`src/design/fbpa_pkg.sv`:
```
// Package: constants, types and codes of the fixed block pool allocator
`default_nettype none

package fbpa_pkg;

  localparam int MAX_BLOCKS = 1024;
  localparam int IDX_W      = $clog2(MAX_BLOCKS);
  localparam int HEAD_W     = $clog2(MAX_BLOCKS + 1);
  localparam logic [HEAD_W-1:0] HEAD_MAX = HEAD_W'(MAX_BLOCKS);

  localparam int ADDR_W  = 48;
  localparam int SIZE_W  = 32;
  localparam int BLOCK_W = 16;
  localparam int PROD_W  = HEAD_W + BLOCK_W;
  localparam int CNT_W   = $clog2(SIZE_W);

  localparam logic [BLOCK_W-1:0] MIN_BLOCK = BLOCK_W'(8);
  localparam logic [SIZE_W-1:0]  MAX_QUO   = SIZE_W'(MAX_BLOCKS);

  localparam logic [1:0] REG_BASE  = 2'd0;
  localparam logic [1:0] REG_SIZE  = 2'd1;
  localparam logic [1:0] REG_BLOCK = 2'd2;

  localparam logic FUNC_ALLOC = 1'b0;
  localparam logic FUNC_FREE  = 1'b1;

  typedef enum logic [1:0] {
    ST_OK      = 2'd0,
    ST_EMPTY   = 2'd1,
    ST_INVALID = 2'd2,
    ST_BAD_CFG = 2'd3
  } status_t;

  typedef enum logic [3:0] {
    S_IDLE,
    S_CFG_CHK,
    S_CFG_DIV,
    S_DISPATCH,
    S_ALLOC_POP,
    S_MUL,
    S_ADD,
    S_FREE_DIV,
    S_RESP
  } fbpa_state_t;

  typedef struct packed {
    logic    load_req;
    logic    div_start;
    logic    div_sel_free;
    logic    store_n;
    logic    link_rd;
    logic    pop;
    logic    take_new;
    logic    mul_en;
    logic    add_en;
    logic    push;
    logic    set_status;
    status_t status_code;
  } fbpa_cmd_t;

  typedef struct packed {
    logic func_free;
    logic cfg_quick_bad;
    logic div_done;
    logic div_bad_cfg;
    logic div_bad_free;
    logic head_valid;
    logic have_untouched;
    logic addr_out_of_range;
  } fbpa_stat_t;

endpackage

`default_nettype wire

```
`src/design/fbpa_ctrl.sv`:
```
// Controller: sequences one request through check, divide, list update and result
`default_nettype none

module fbpa_ctrl import fbpa_pkg::*; (
  input  wire logic       clk,
  input  wire logic       rst_n,
  input  wire logic       start,
  input  wire fbpa_stat_t stat,
  output fbpa_cmd_t       cmd,
  output logic            busy,
  output logic            out_valid
);

  fbpa_state_t state_r, state_nxt;

  always_ff @(posedge clk) begin
    if (!rst_n) begin
      state_r <= S_IDLE;
    end else begin
      state_r <= state_nxt;
    end
  end

  // Next state
  always_comb begin
    state_nxt = state_r;
    unique case (state_r)
      S_IDLE: begin
        if (start) state_nxt = S_CFG_CHK;
      end
      S_CFG_CHK: begin
        state_nxt = stat.cfg_quick_bad ? S_RESP : S_CFG_DIV;
      end
      S_CFG_DIV: begin
        if (stat.div_done) state_nxt = stat.div_bad_cfg ? S_RESP : S_DISPATCH;
      end
      S_DISPATCH: begin
        priority if (stat.func_free) begin
          state_nxt = stat.addr_out_of_range ? S_RESP : S_FREE_DIV;
        end else if (stat.head_valid) begin
          state_nxt = S_ALLOC_POP;
        end else if (stat.have_untouched) begin
          state_nxt = S_MUL;
        end else begin
          state_nxt = S_RESP;
        end
      end
      S_ALLOC_POP: state_nxt = S_MUL;
      S_MUL:       state_nxt = S_ADD;
      S_ADD:       state_nxt = S_RESP;
      S_FREE_DIV: begin
        if (stat.div_done) state_nxt = S_RESP;
      end
      S_RESP:      state_nxt = S_IDLE;
      default:     state_nxt = S_IDLE;
    endcase
  end

  // Commands
  always_comb begin
    cmd       = '0;
    cmd.status_code = ST_OK;
    busy      = state_r != S_IDLE;
    out_valid = state_r == S_RESP;
    unique case (state_r)
      S_IDLE: begin
        cmd.load_req = start;
      end
      S_CFG_CHK: begin
        if (stat.cfg_quick_bad) begin
          cmd.set_status  = 1'b1;
          cmd.status_code = ST_BAD_CFG;
        end else begin
          cmd.div_start = 1'b1;
        end
      end
      S_CFG_DIV: begin
        if (stat.div_done) begin
          if (stat.div_bad_cfg) begin
            cmd.set_status  = 1'b1;
            cmd.status_code = ST_BAD_CFG;
          end else begin
            cmd.store_n = 1'b1;
          end
        end
      end
      S_DISPATCH: begin
        priority if (stat.func_free) begin
          if (stat.addr_out_of_range) begin
            cmd.set_status  = 1'b1;
            cmd.status_code = ST_INVALID;
          end else begin
            cmd.div_start    = 1'b1;
            cmd.div_sel_free = 1'b1;
          end
        end else if (stat.head_valid) begin
          cmd.link_rd = 1'b1;
        end else if (stat.have_untouched) begin
          cmd.take_new = 1'b1;
        end else begin
          cmd.set_status  = 1'b1;
          cmd.status_code = ST_EMPTY;
        end
      end
      S_ALLOC_POP: cmd.pop    = 1'b1;
      S_MUL:       cmd.mul_en = 1'b1;
      S_ADD:       cmd.add_en = 1'b1;
      S_FREE_DIV: begin
        if (stat.div_done) begin
          if (stat.div_bad_free) begin
            cmd.set_status  = 1'b1;
            cmd.status_code = ST_INVALID;
          end else begin
            cmd.push = 1'b1;
          end
        end
      end
      S_RESP: begin
      end
      default: begin
      end
    endcase
  end

endmodule

`default_nettype wire

```
`config.mk`:
```
export PLATFORM = sky130hd
export DESIGN_NAME = fbpa_ctrl
export DESIGN_NICKNAME = d
export VERILOG_FILES = /design/src/design/fbpa_pkg.sv /design/src/design/fbpa_ctrl.sv
export SDC_FILE = /design/constraint.sdc
export NUM_CORES = 1
export LEC_CHECK = 0
export BUFFER_PORTS_ARGS = -buffer_cell sky130_fd_sc_hd__buf_4
export CORE_MARGIN = 1
export CORE_UTILIZATION = 38
export DETAILED_ROUTE_END_ITERATION = 6
export PLACE_DENSITY = 0.71
export SETUP_SLACK_MARGIN = 0.2
export SLEW_MARGIN = 20
export SYNTH_ARGS = -nofsm -noshare
export SYNTH_HDL_FRONTEND = slang
export SYNTH_SLANG_ARGS = --single-unit
```
`constraint.sdc`:
```
create_clock -name clk -period 1.3 [get_ports clk]
set_clock_uncertainty 0.1 [all_clocks]
set_input_delay 0.065 -clock clk [delete_from_list [all_inputs] [get_ports clk]]
set_output_delay 0.065 -clock clk [all_outputs]
set_load 0.02 [all_outputs]
```
==> results of run 1 <==
-- cells by family after synthesis --
group / Yosys count
and+or+nand+nor: 39
muxes: 1
AOI/OAI and AO/OA: 19
DFF: 4
buffers and inverters: 7
xor gates and xnor gates: 1
-- per-stage QoR --
| stage | setup slack (ns) | hold WS [ns] |
|---|---|---|
| after detailed placement | -0.1687 | 0.2394 |
| after floorplan | -0.1631 | 0.06080 |
| after global placement | -0.1789 | 0.2322 |
==> flow_summary.toml, run 1 <==
[synthesis]
synth-seq-area-share_pct = 16.16
synth_flop_cell = "dfxtp_1"
synth.avg_cell_area_um2 = 6.979
synth_mux_area_share_pct = 2.020
synth-edff-count = 0
synth_nets = 82
synth.ff_latch_count = 4
synthXorXnorAreaFrac_pct = 1.768
syn-instance-count = 71
synth_common_cells = "nor2_1, nand2_1, nand2b_1"
yosys.area_share.adder_pct = 0
synth_cell_types = 33
synth_most_common_cell = "nor2_1"
synth-async-reset-ratio_pct = 0
synth_area_leaders = "dfxtp_1, nand2b_1, nor2_1"
synth_top_family_by_area = "simple AND/OR/NAND/NOR gates"
yosysTopAreaCell = "dfxtp_1"
yosysWarningCount = 0
netlist_area_um2 = 495.5
synth_simple_gate_area_share_pct = 43.43
synth_compound_area_share_pct = 30.05
synth_top_area_share_pct = 16.16

[placed_design]
io_buffers = 25
place_congestion = 0.8504
hpwl_um = 1632
place_inst = 132
placed_cell_area_um2 = 978.4

[outcome]
firstError = "[ERROR DPL-0038] Utilization greater than 100%, impossible to legalize"
lastStage = "clock tree synthesis"
status = "stopped before the end"

[floorplanning]
start_util_pct = 42.86
rows = 12
die_y_um = 38.11
die_w_um = 38.11
pin_count = 26

[cts]
cts_inserted_buffers = 3
cts_max_path_buffers = 2
holdBufCountCts = 1
cts.repair.resized = 32
h-tree-depth = 1
cts_root_buffer = "clkbuf_4"
cts_setup_buffers = 5
clock-sinks = 4
==> inputs of run 2 (changes only) <==
--- a/config.mk
+++ b/config.mk
@@ -6,11 +6,10 @@
 export NUM_CORES = 1
 export LEC_CHECK = 0
 export BUFFER_PORTS_ARGS = -buffer_cell sky130_fd_sc_hd__buf_4
-export CORE_MARGIN = 1
-export CORE_UTILIZATION = 38
+export CORE_AREA = 2 2 63 65
 export DETAILED_ROUTE_END_ITERATION = 6
-export PLACE_DENSITY = 0.71
-export SETUP_SLACK_MARGIN = 0.2
+export DIE_AREA = 0 0 65 67
+export PLACE_DENSITY_LB_ADDON = 0.15
 export SLEW_MARGIN = 20
 export SYNTH_ARGS = -nofsm -noshare
 export SYNTH_HDL_FRONTEND = slang
==> constraint.sdc (replaced) <==
create_clock -name clk -period 1.7 [get_ports clk]
set_clock_uncertainty 0.1 [all_clocks]
set_input_delay 0.085 -clock clk [delete_from_list [all_inputs] [get_ports clk]]
set_output_delay 0.085 -clock clk [all_outputs]
set_load 0.02 [all_outputs]
==> run 2 against run 1 <==
Effect of this change:
- the run now ends clean
- synthesized area unchanged
- synthesized cell count unchanged
==> flow_summary.toml, run 2 <==
[critical_path]
critPathRequiredTime_ns = 1.51
cp-end-kind = "output port"
worstSetupStartpointType = "flop"
r2r_cells = 4
cp_data_arrival_time_ns = 1.50
worst-setup-path-type = "flop to output port"
crit_fanout = 7

[synthesis]
synth.ff_latch_count = 4
yosys.area_share.adder_pct = 0
synth-async-reset-ratio_pct = 0
synth_area_leaders = "dfxtp_1, nand2b_1, nor2_1"
synth_top_area_share_pct = 16.16
synth_simple_gate_area_share_pct = 43.43
syn-instance-count = 71
synth_mux_area_share_pct = 2.020
synth_common_cells = "nor2_1, nand2_1, nand2b_1"
synth_top_family_by_area = "simple AND/OR/NAND/NOR gates"
synth-seq-area-share_pct = 16.16
synth_most_common_cell = "nor2_1"
synth.avg_cell_area_um2 = 6.979
synth_nets = 82
synth_compound_area_share_pct = 30.05
yosysTopAreaCell = "dfxtp_1"
synthXorXnorAreaFrac_pct = 1.768
synth_flop_cell = "dfxtp_1"
yosysWarningCount = 0
synth_cell_types = 33
netlist_area_um2 = 495.5
synth-edff-count = 0

[sta]
postLayoutSetupSlackWorst_ns = 0.01759
fin_crit_sh_pct = 98.97
tns_ns = 0
tightest_slew_ns = 0.5971
slew_viol_final = 0
setup-violations-final = 0
finalHoldViolations = 0
fmax_ghz = 0.5944
layout_min_cycle_time_ns = 1.682
relSlewSlack_pct = 59.17
rsz0062_at_grt = "yes"

[placed_design]
hpwl_um = 1524
io_buffers = 25
place_inst = 147
dpl_worst_slack_ns = 0.1067
place_congestion = 0.7662

[final_layout]
layout_common_cells = "buf_4, nor2_1, nand2b_1, nand2_1, inv_1"
largest_reg_flops = 4
fin_nets = 116
fin_cells = 151
reg.largest.list = "state_r (4)"
multi_input_area_um2 = 405.4
top_register = "state_r"
seq_area_um2 = 83.83
syn2layout_area_growth_pct = 72.22
final_common_cell = "buf_4"
final.fill_count = 409
n_antenna_cell = 0
utilization_pct = 23.66
final_layout_size_suffix_gt1_share_pct = 42.72

[grt]
grt_antenna_before_repair = 0
grt_overflow = 0
grt_pass1_wl_um = 2967
grt_util_all_layers_pct = 9.039
grt_pass1_vias = 620
grt_max_degree = 12

[floorplanning]
rows = 22
die_y_um = 67
pin_count = 26
core_um2 = 3606
start_util_pct = 13.74
dieArea_um2 = 4355
die_w_um = 65

[routing]
drc_errors = 0
first_pass_iters = 4
ant_nets = 0
routedWlPerCell_um = 12.79
wl_um = 1931
vias = 650
via_per_inst = 4.305
drt-initial-drc-count = 21

[cts]
h-tree-depth = 1
cts_root_buffer = "clkbuf_8"
cts_tree = "yes"
cts_max_path_buffers = 2
clkTransAtPathRegs_ns = 0.03
clk_latency_ns = 0.22
cts_inserted_buffers = 3
clock-sinks = 4

[power_and_ir_drop]
leakagePower_nw = 0.3513
finalPower_mw = 0.5401
worst_ir_drop_vdd_uv = 267.4
cellPowerDensity_nw_per_um2 = 632.9

[worst_hold_path]
hold_class = "input pin to flop"
holdPathStages = 2

[outcome]
status = "finished, final reports clean"

[run]
cap_viol_max_count = 0
-- run 2: cell counts after synthesis --
Identical to the previous run, type by type.
-- run 2: path summary, 6_finish.rpt --
path	from	to	slack [ns]
worst max register to register	state_r[2]	state_r[2]	0.19
worst min-delay path	stat[5]	state_r[0]	0.05
worst max-delay path	state_r[2]	cmd[2]	0.02
worst min register to register	state_r[0]	state_r[2]	0.55
-- run 2: worst max-delay path: stages (launching register included) --
cell and delay, ns:
dfxtp_2 0.35, or3b_4 0.41, a21oi_4 0.13, a31o_1 0.14
nand2b_1 0.13, buf_6 0.12
-- run 2: metal layers --
layer  global-route usage, %  wire length, µm  vias up
met5                       0                0        -
met4                   3.191                0        0
met3                   1.858               84        0
met2                   14.82              938       16
met1                   11.67              909      305
li1                        -                -      329
-- run 2: area by class of cell --
class	count	share of cell area, %
clock buffer	3	4.839
inverter	4	1.760
multi-input combinational	60	47.51
sequential	4	9.824
tap	48	7.038
timing repair buffer	32	29.03
-- run 2: repair_timing --
item,4_1_cts,5_1_grt
buffers inserted,1,0
setup endpoints to repair,4,3
hold buffers,0,0
cloned,0,0
gates resized for setup,8,2
-- run 2: where the power goes --
part           internal [mW]  switching (mW)  total, mW
combinational          0.108           0.116      0.224
clock                  0.151          0.0531      0.204
sequential             0.103         0.00946      0.112
total                  0.362           0.178      0.540
-- run 2: logic make-up (layout without fill, tap and decap cells) --
logic type | after synthesis | in the layout
XOR/XNOR | 1 | 1
AND/OR/NAND/NOR | 39 | 39
buffers and inverters | 7 | 39
multiplexers | 1 | 1
AO/OA/AOI/OAI | 19 | 19
flip-flops | 4 | 4
-- run 2: per-stage QoR --
stage / hold slack, ns / cell area, µm²
global route: 0.06506 / 853.3
detailed placement: 0.2713 / 770.7
global placement: 0.2675 / 770.7
CTS: 0.03079 / 839.6
floorplan: 0.08743 / 495.5
finish: 0.04608 / 853.3
Power figures use the tool's default switching activity.
==> inputs of run 3 (changes only) <==
--- a/config.mk
+++ b/config.mk
@@ -5,10 +5,10 @@
 export SDC_FILE = /design/constraint.sdc
 export NUM_CORES = 1
 export LEC_CHECK = 0
-export BUFFER_PORTS_ARGS = -buffer_cell sky130_fd_sc_hd__buf_4
 export CORE_AREA = 2 2 63 65
 export DETAILED_ROUTE_END_ITERATION = 6
 export DIE_AREA = 0 0 65 67
+export DONT_BUFFER_PORTS = 1
 export PLACE_DENSITY_LB_ADDON = 0.15
 export SLEW_MARGIN = 20
 export SYNTH_ARGS = -nofsm -noshare
==> run 3 against run 2 <==
Effect of this change:
- routed wire length down 8.6%
- fmax is 3.4% higher
- combinational power fell by 22%
- global-route usage shrank 0.21 points
- count of clock-buffer cells in the layout unchanged
- die area did not move
- via count decreased by 8.9%
- hold slack worse by 0.0021 ns
- sequential share of layout area rose by 1.7 points
==> flow_summary.toml, run 3 (synthesis gave the netlist of run 2 again) <==
[final_layout]
fin_nets = 102
final_common_cell = "buf_4"
syn2layout_area_growth_pct = 48.99
layout_common_cells = "buf_4, nor2_1, nand2_1, nand2b_1, inv_1"
largest_reg_flops = 4
top_register = "state_r"
reg.largest.list = "state_r (4)"
utilization_pct = 20.47
fin_cells = 137
n_antenna_cell = 0
final_layout_size_suffix_gt1_share_pct = 29.21

[routing]
routedWlPerCell_um = 12.88
top_layer = "met4"
via_per_inst = 4.321
first_pass_iters = 4
drc_errors = 0
wl_um = 1764
wl_met1_um = 836
dr_wl_met3_um = 126
drt-initial-drc-count = 26
wl_met2_um = 783
vias = 592
ant_nets = 0

[placed_design]
place_inst = 132
io_buffers = 0
place_congestion = 0.7815
hpwl_um = 1411

[sta]
layout_min_cycle_time_ns = 1.627
finalHoldViolations = 0
fin_crit_sh_pct = 95.72
setup-violations-final = 0
tns_ns = 0
slew_viol_final = 0
relSlewSlack_pct = 56.26
tightest_slew_ns = 0.6396
fmax_ghz = 0.6145
rsz0062_at_grt = "no"

[grt]
grt_max_degree = 12
grt_pass1_vias = 628
grt_overflow = 0
grt_antenna_before_repair = 0
grt_util_all_layers_pct = 8.826
grt_pass1_wl_um = 2960

[run]
cap_viol_max_count = 0

[power_and_ir_drop]
leakagePower_nw = 0.2776
cellPowerDensity_nw_per_um2 = 669.0
worst_ir_drop_vdd_uv = 148.3

[floorplanning]
core_um2 = 3606
rows = 22
dieArea_um2 = 4355
die_w_um = 65
start_util_pct = 13.74
die_y_um = 67
pin_count = 26

[cts]
clkTransAtPathRegs_ns = 0.03
cts_inserted_buffers = 3
cts_root_buffer = "clkbuf_8"
clock-sinks = 4
cts_tree = "yes"
cts_setup_buffers = 0
h-tree-depth = 1
clk_latency_ns = 0.22
cts_max_path_buffers = 2

[critical_path]
cp-end-kind = "output port"
cp_data_arrival_time_ns = 1.44
worstSetupStartpointType = "flop"
crit_fanout = 7
worst-setup-path-type = "flop to output port"
critPathRequiredTime_ns = 1.51

[worst_hold_path]
hold_class = "input pin to flop"

[outcome]
status = "finished, final reports clean"
run 3: cell types whose count changed in the layout (fill, tap and decap cells not counted), sizes merged:
cell / delta
buf: -16
dlygate4sd3: +2
run 3: repair_timing:
item | in CTS | in global routing
setup endpoints to repair | 3 | 1
resized for setup | 4 | 3
hold buffers | 2 | 0
hold endpoints to repair | 2 | 0
run 3: critical path, stage by stage (launching register included):
cell,delay (ns)
dfxtp_4,0.37
or3b_4,0.40
a21oi_2,0.14
a31o_1,0.15
nand2b_4,0.16
run 3: where the power goes:
part | switching [mW] | internal (mW)
Sequential | 0.0115 | 0.103
Clock | 0.0540 | 0.151
Combinational | 0.0962 | 0.0781
run 3: metal layers:
| layer | global-route usage (%) | vias to the layer above |
|---|---|---|
| li1 | - | 297 |
| met1 | 10.66 | 273 |
| met2 | 14.56 | 20 |
| met3 | 2.365 | 2 |
| met4 | 3.989 | 0 |
| met5 | 0 | - |
run 3: per-stage QoR:
step / power, mW / hold WS [ns] / setup slack [ns] / area [µm²]
2_1_floorplan: 0.2274 / 0.08743 / 0.1068 / 495.5
3_3_place_gp: 0.2789 / 0.09754 / 0.05384 / 658.1
3_5_place_dp: 0.2759 / 0.1069 / 0.09928 / 658.1
4_1_cts: 0.4923 / 0.04533 / 0.02000 / 728.2
5_1_grt: 0.5150 / 0.06211 / 0.009569 / 738.2
6_report: 0.4939 / 0.04402 / 0.07274 / 738.2
run 3: final timing paths:
path | from | end | slack, ns | cells past startpoint
hold reg to reg | state_r[3] | state_r[3] | 0.56 | 4
setup / recovery | state_r[0] | cmd[2] | 0.07 | 4
hold / removal | stat[6] | state_r[3] | 0.04 | 4
setup reg to reg | state_r[1] | state_r[2] | 0.19 | 4
run 3: final cells by class:
class                           instances  area (µm²)
Fill cell                             408        2868
Multi-Input combinational cell         60       396.6
Timing Repair Buffer                   18       140.1
Sequential cell                         4       85.08
Tap cell                               48       60.06
Clock buffer                            3       41.29
Inverter                                4       15.01
==> inputs of run 4 (changes only) <==
==> constraint.sdc (replaced) <==
create_clock -name clk -period 1.5 [get_ports clk]
set_clock_uncertainty 0.1 [all_clocks]
set_input_delay 0.075 -clock clk [delete_from_list [all_inputs] [get_ports clk]]
set_output_delay 0.075 -clock clk [all_outputs]
set_load 0.02 [all_outputs]
==> run 4 against run 3 <==
Effect of this change:
- the run now ends with setup timing left
- total power rose by 29%
- register-to-register slack got worse by 0.14 ns
- non-clock buffer count rose by 12
- largest power group is now combinational logic
- final cell count rose by 8.8%
- combinational power rose by 62%
- critical path type unchanged
- count of clock-buffer cells in the layout did not move
- sequential share of layout area fell by 2.8 points
- critical path depth did not move
==> flow_summary.toml, run 4 (synthesis gave the netlist of run 2 again) <==
[final_layout]
seq_area_um2 = 85.08
reg.largest.list = "state_r (4)"
n_antenna_cell = 0
final_common_cell = "buf_4"
design_area_um2 = 975.9
syn2layout_area_growth_pct = 96.97
fin_cells = 149
fin_nets = 114
layout_common_cells = "buf_4, nor2_1"
final_layout_size_suffix_gt1_share_pct = 53.47
utilization_pct = 27.06
largest_reg_flops = 4
top_register = "state_r"
final.fill_count = 414
multi_input_area_um2 = 504.2

[placed_design]
io_buffers = 0
dpl_worst_slack_ns = -0.01100
place_inst = 141
place_congestion = 0.7857
placed_cell_area_um2 = 765.7
hpwl_um = 1501

[floorplanning]
pin_count = 26
rows = 22
die_w_um = 65
start_util_pct = 13.74
dieArea_um2 = 4355
die_y_um = 67
core_um2 = 3606

[critical_path]
cp-end-kind = "output port"
critPathRequiredTime_ns = 1.32
worst-setup-path-type = "flop to output port"
rr_startpoint = "state_r[0]"
critPathMaxStageDelay_ns = 0.43
cp_data_arrival_time_ns = 1.46
crit_path_cell_trace = "or3b_4, a21oi_4, a31o_1, nand2b_4"
startpoint = "state_r[0]"
slowest_stage = "or3b_4"
crit_fanout = 2
worstSetupStartpointType = "flop"

[sta]
finalHoldViolations = 0
setup-violations-final = 4
fmax_ghz = 0.6119
relSlewSlack_pct = 71.50
postLayoutSetupSlackWorst_ns = -0.1342
hold_ws_ns = 0.05410
layout_min_cycle_time_ns = 1.634
rsz0062_at_grt = "yes"
slew_viol_final = 0
fin_crit_sh_pct = 108.9
tightest_slew_ns = 0.4167
tns_ns = -0.2944

[routing]
wl_met2_um = 971
dr_wl_met3_um = 108
routedWlPerCell_um = 13.46
vias = 649
top_layer = "met3"
drc_errors = 0
ant_nets = 0
wl_um = 2005
via_per_inst = 4.356
first_pass_iters = 4
wl_met1_um = 925
drt-initial-drc-count = 23

[cts]
cts_inserted_buffers = 3
cts_max_path_buffers = 2
h-tree-depth = 1
cts_tree = "yes"
clkTransAtPathRegs_ns = 0.03
cts_root_buffer = "clkbuf_8"
clock-sinks = 4
clk_latency_ns = 0.22

[outcome]
status = "complete, but fails checks"
violations = "setup timing"

[power_and_ir_drop]
switchingPower_mw = 0.2067
pwr-share-seq_pct = 20.1
worst_ir_drop_vdd_uv = 217.8
p_sw_share_pct = 32.50
cellPowerDensity_nw_per_um2 = 651.9
finalPower_mw = 0.6362
leakagePower_nw = 0.3816
pwr-share-clk_pct = 35.6
intPower_mw = 0.4295
comb_power_share_pct = 44.3

[worst_hold_path]
hp-start = "stat[5]"
hold_class = "input pin to flop"

[grt]
grt_antenna_before_repair = 0
grt_util_all_layers_pct = 9.214
grt_overflow = 0
grt_pass1_vias = 657
grt_pass1_wl_um = 3042
grt_max_degree = 17

[run]
cap_viol_max_count = 0
## run 4: power by group through the flow
| stage | registers (mW) | clock network [mW] | logic, mW |
|---|---|---|---|
| floorplan | 0.126 | 0 | 0.142 |
| global placement | 0.126 | 0 | 0.223 |
| detailed placement | 0.126 | 0 | 0.221 |
| CTS | 0.126 | 0.234 | 0.261 |
| global route | 0.129 | 0.243 | 0.299 |
| finish | 0.128 | 0.226 | 0.282 |
## run 4: path summary, 6_finish.rpt
| check | depth (start not counted) | to | slack (ns) |
|---|---|---|---|
| max | 4 | cmd[2] | -0.13 |
| min | 2 | state_r[1] | 0.05 |
| max reg2reg | 4 | state_r[1] | 0.05 |
| min reg2reg | 2 | state_r[0] | 0.59 |
## run 4: timing repair
action / in CTS / in global routing
hold buffers: 2 / 0
hold endpoints to repair: 2 / 0
resized for setup: 18 / 12
pin swaps: 1 / 2
setup endpoints to repair: 8 / 9
buffers inserted: 1 / 2
## run 4: routing by layer
metal	vias up	GRT usage (%)
li1	323	-
met3	0	2.196
met5	-	0
met2	18	15.59
met4	0	3.989
met1	308	11.06
## run 4: final cells by class
cell class | instances | share of cell area [%]
Clock buffer | 3 | 4.231
Inverter | 4 | 1.538
Multi-Input combinational cell | 60 | 51.67
Sequential cell | 4 | 8.718
Tap cell | 48 | 6.154
Timing Repair Buffer | 30 | 27.69
## run 4: critical path, delay by kind of cell (launching register included)
family | cells | cell delay [ns]
flops | 1 | 0.34
simple gates | 2 | 0.59
compound gates | 2 | 0.30
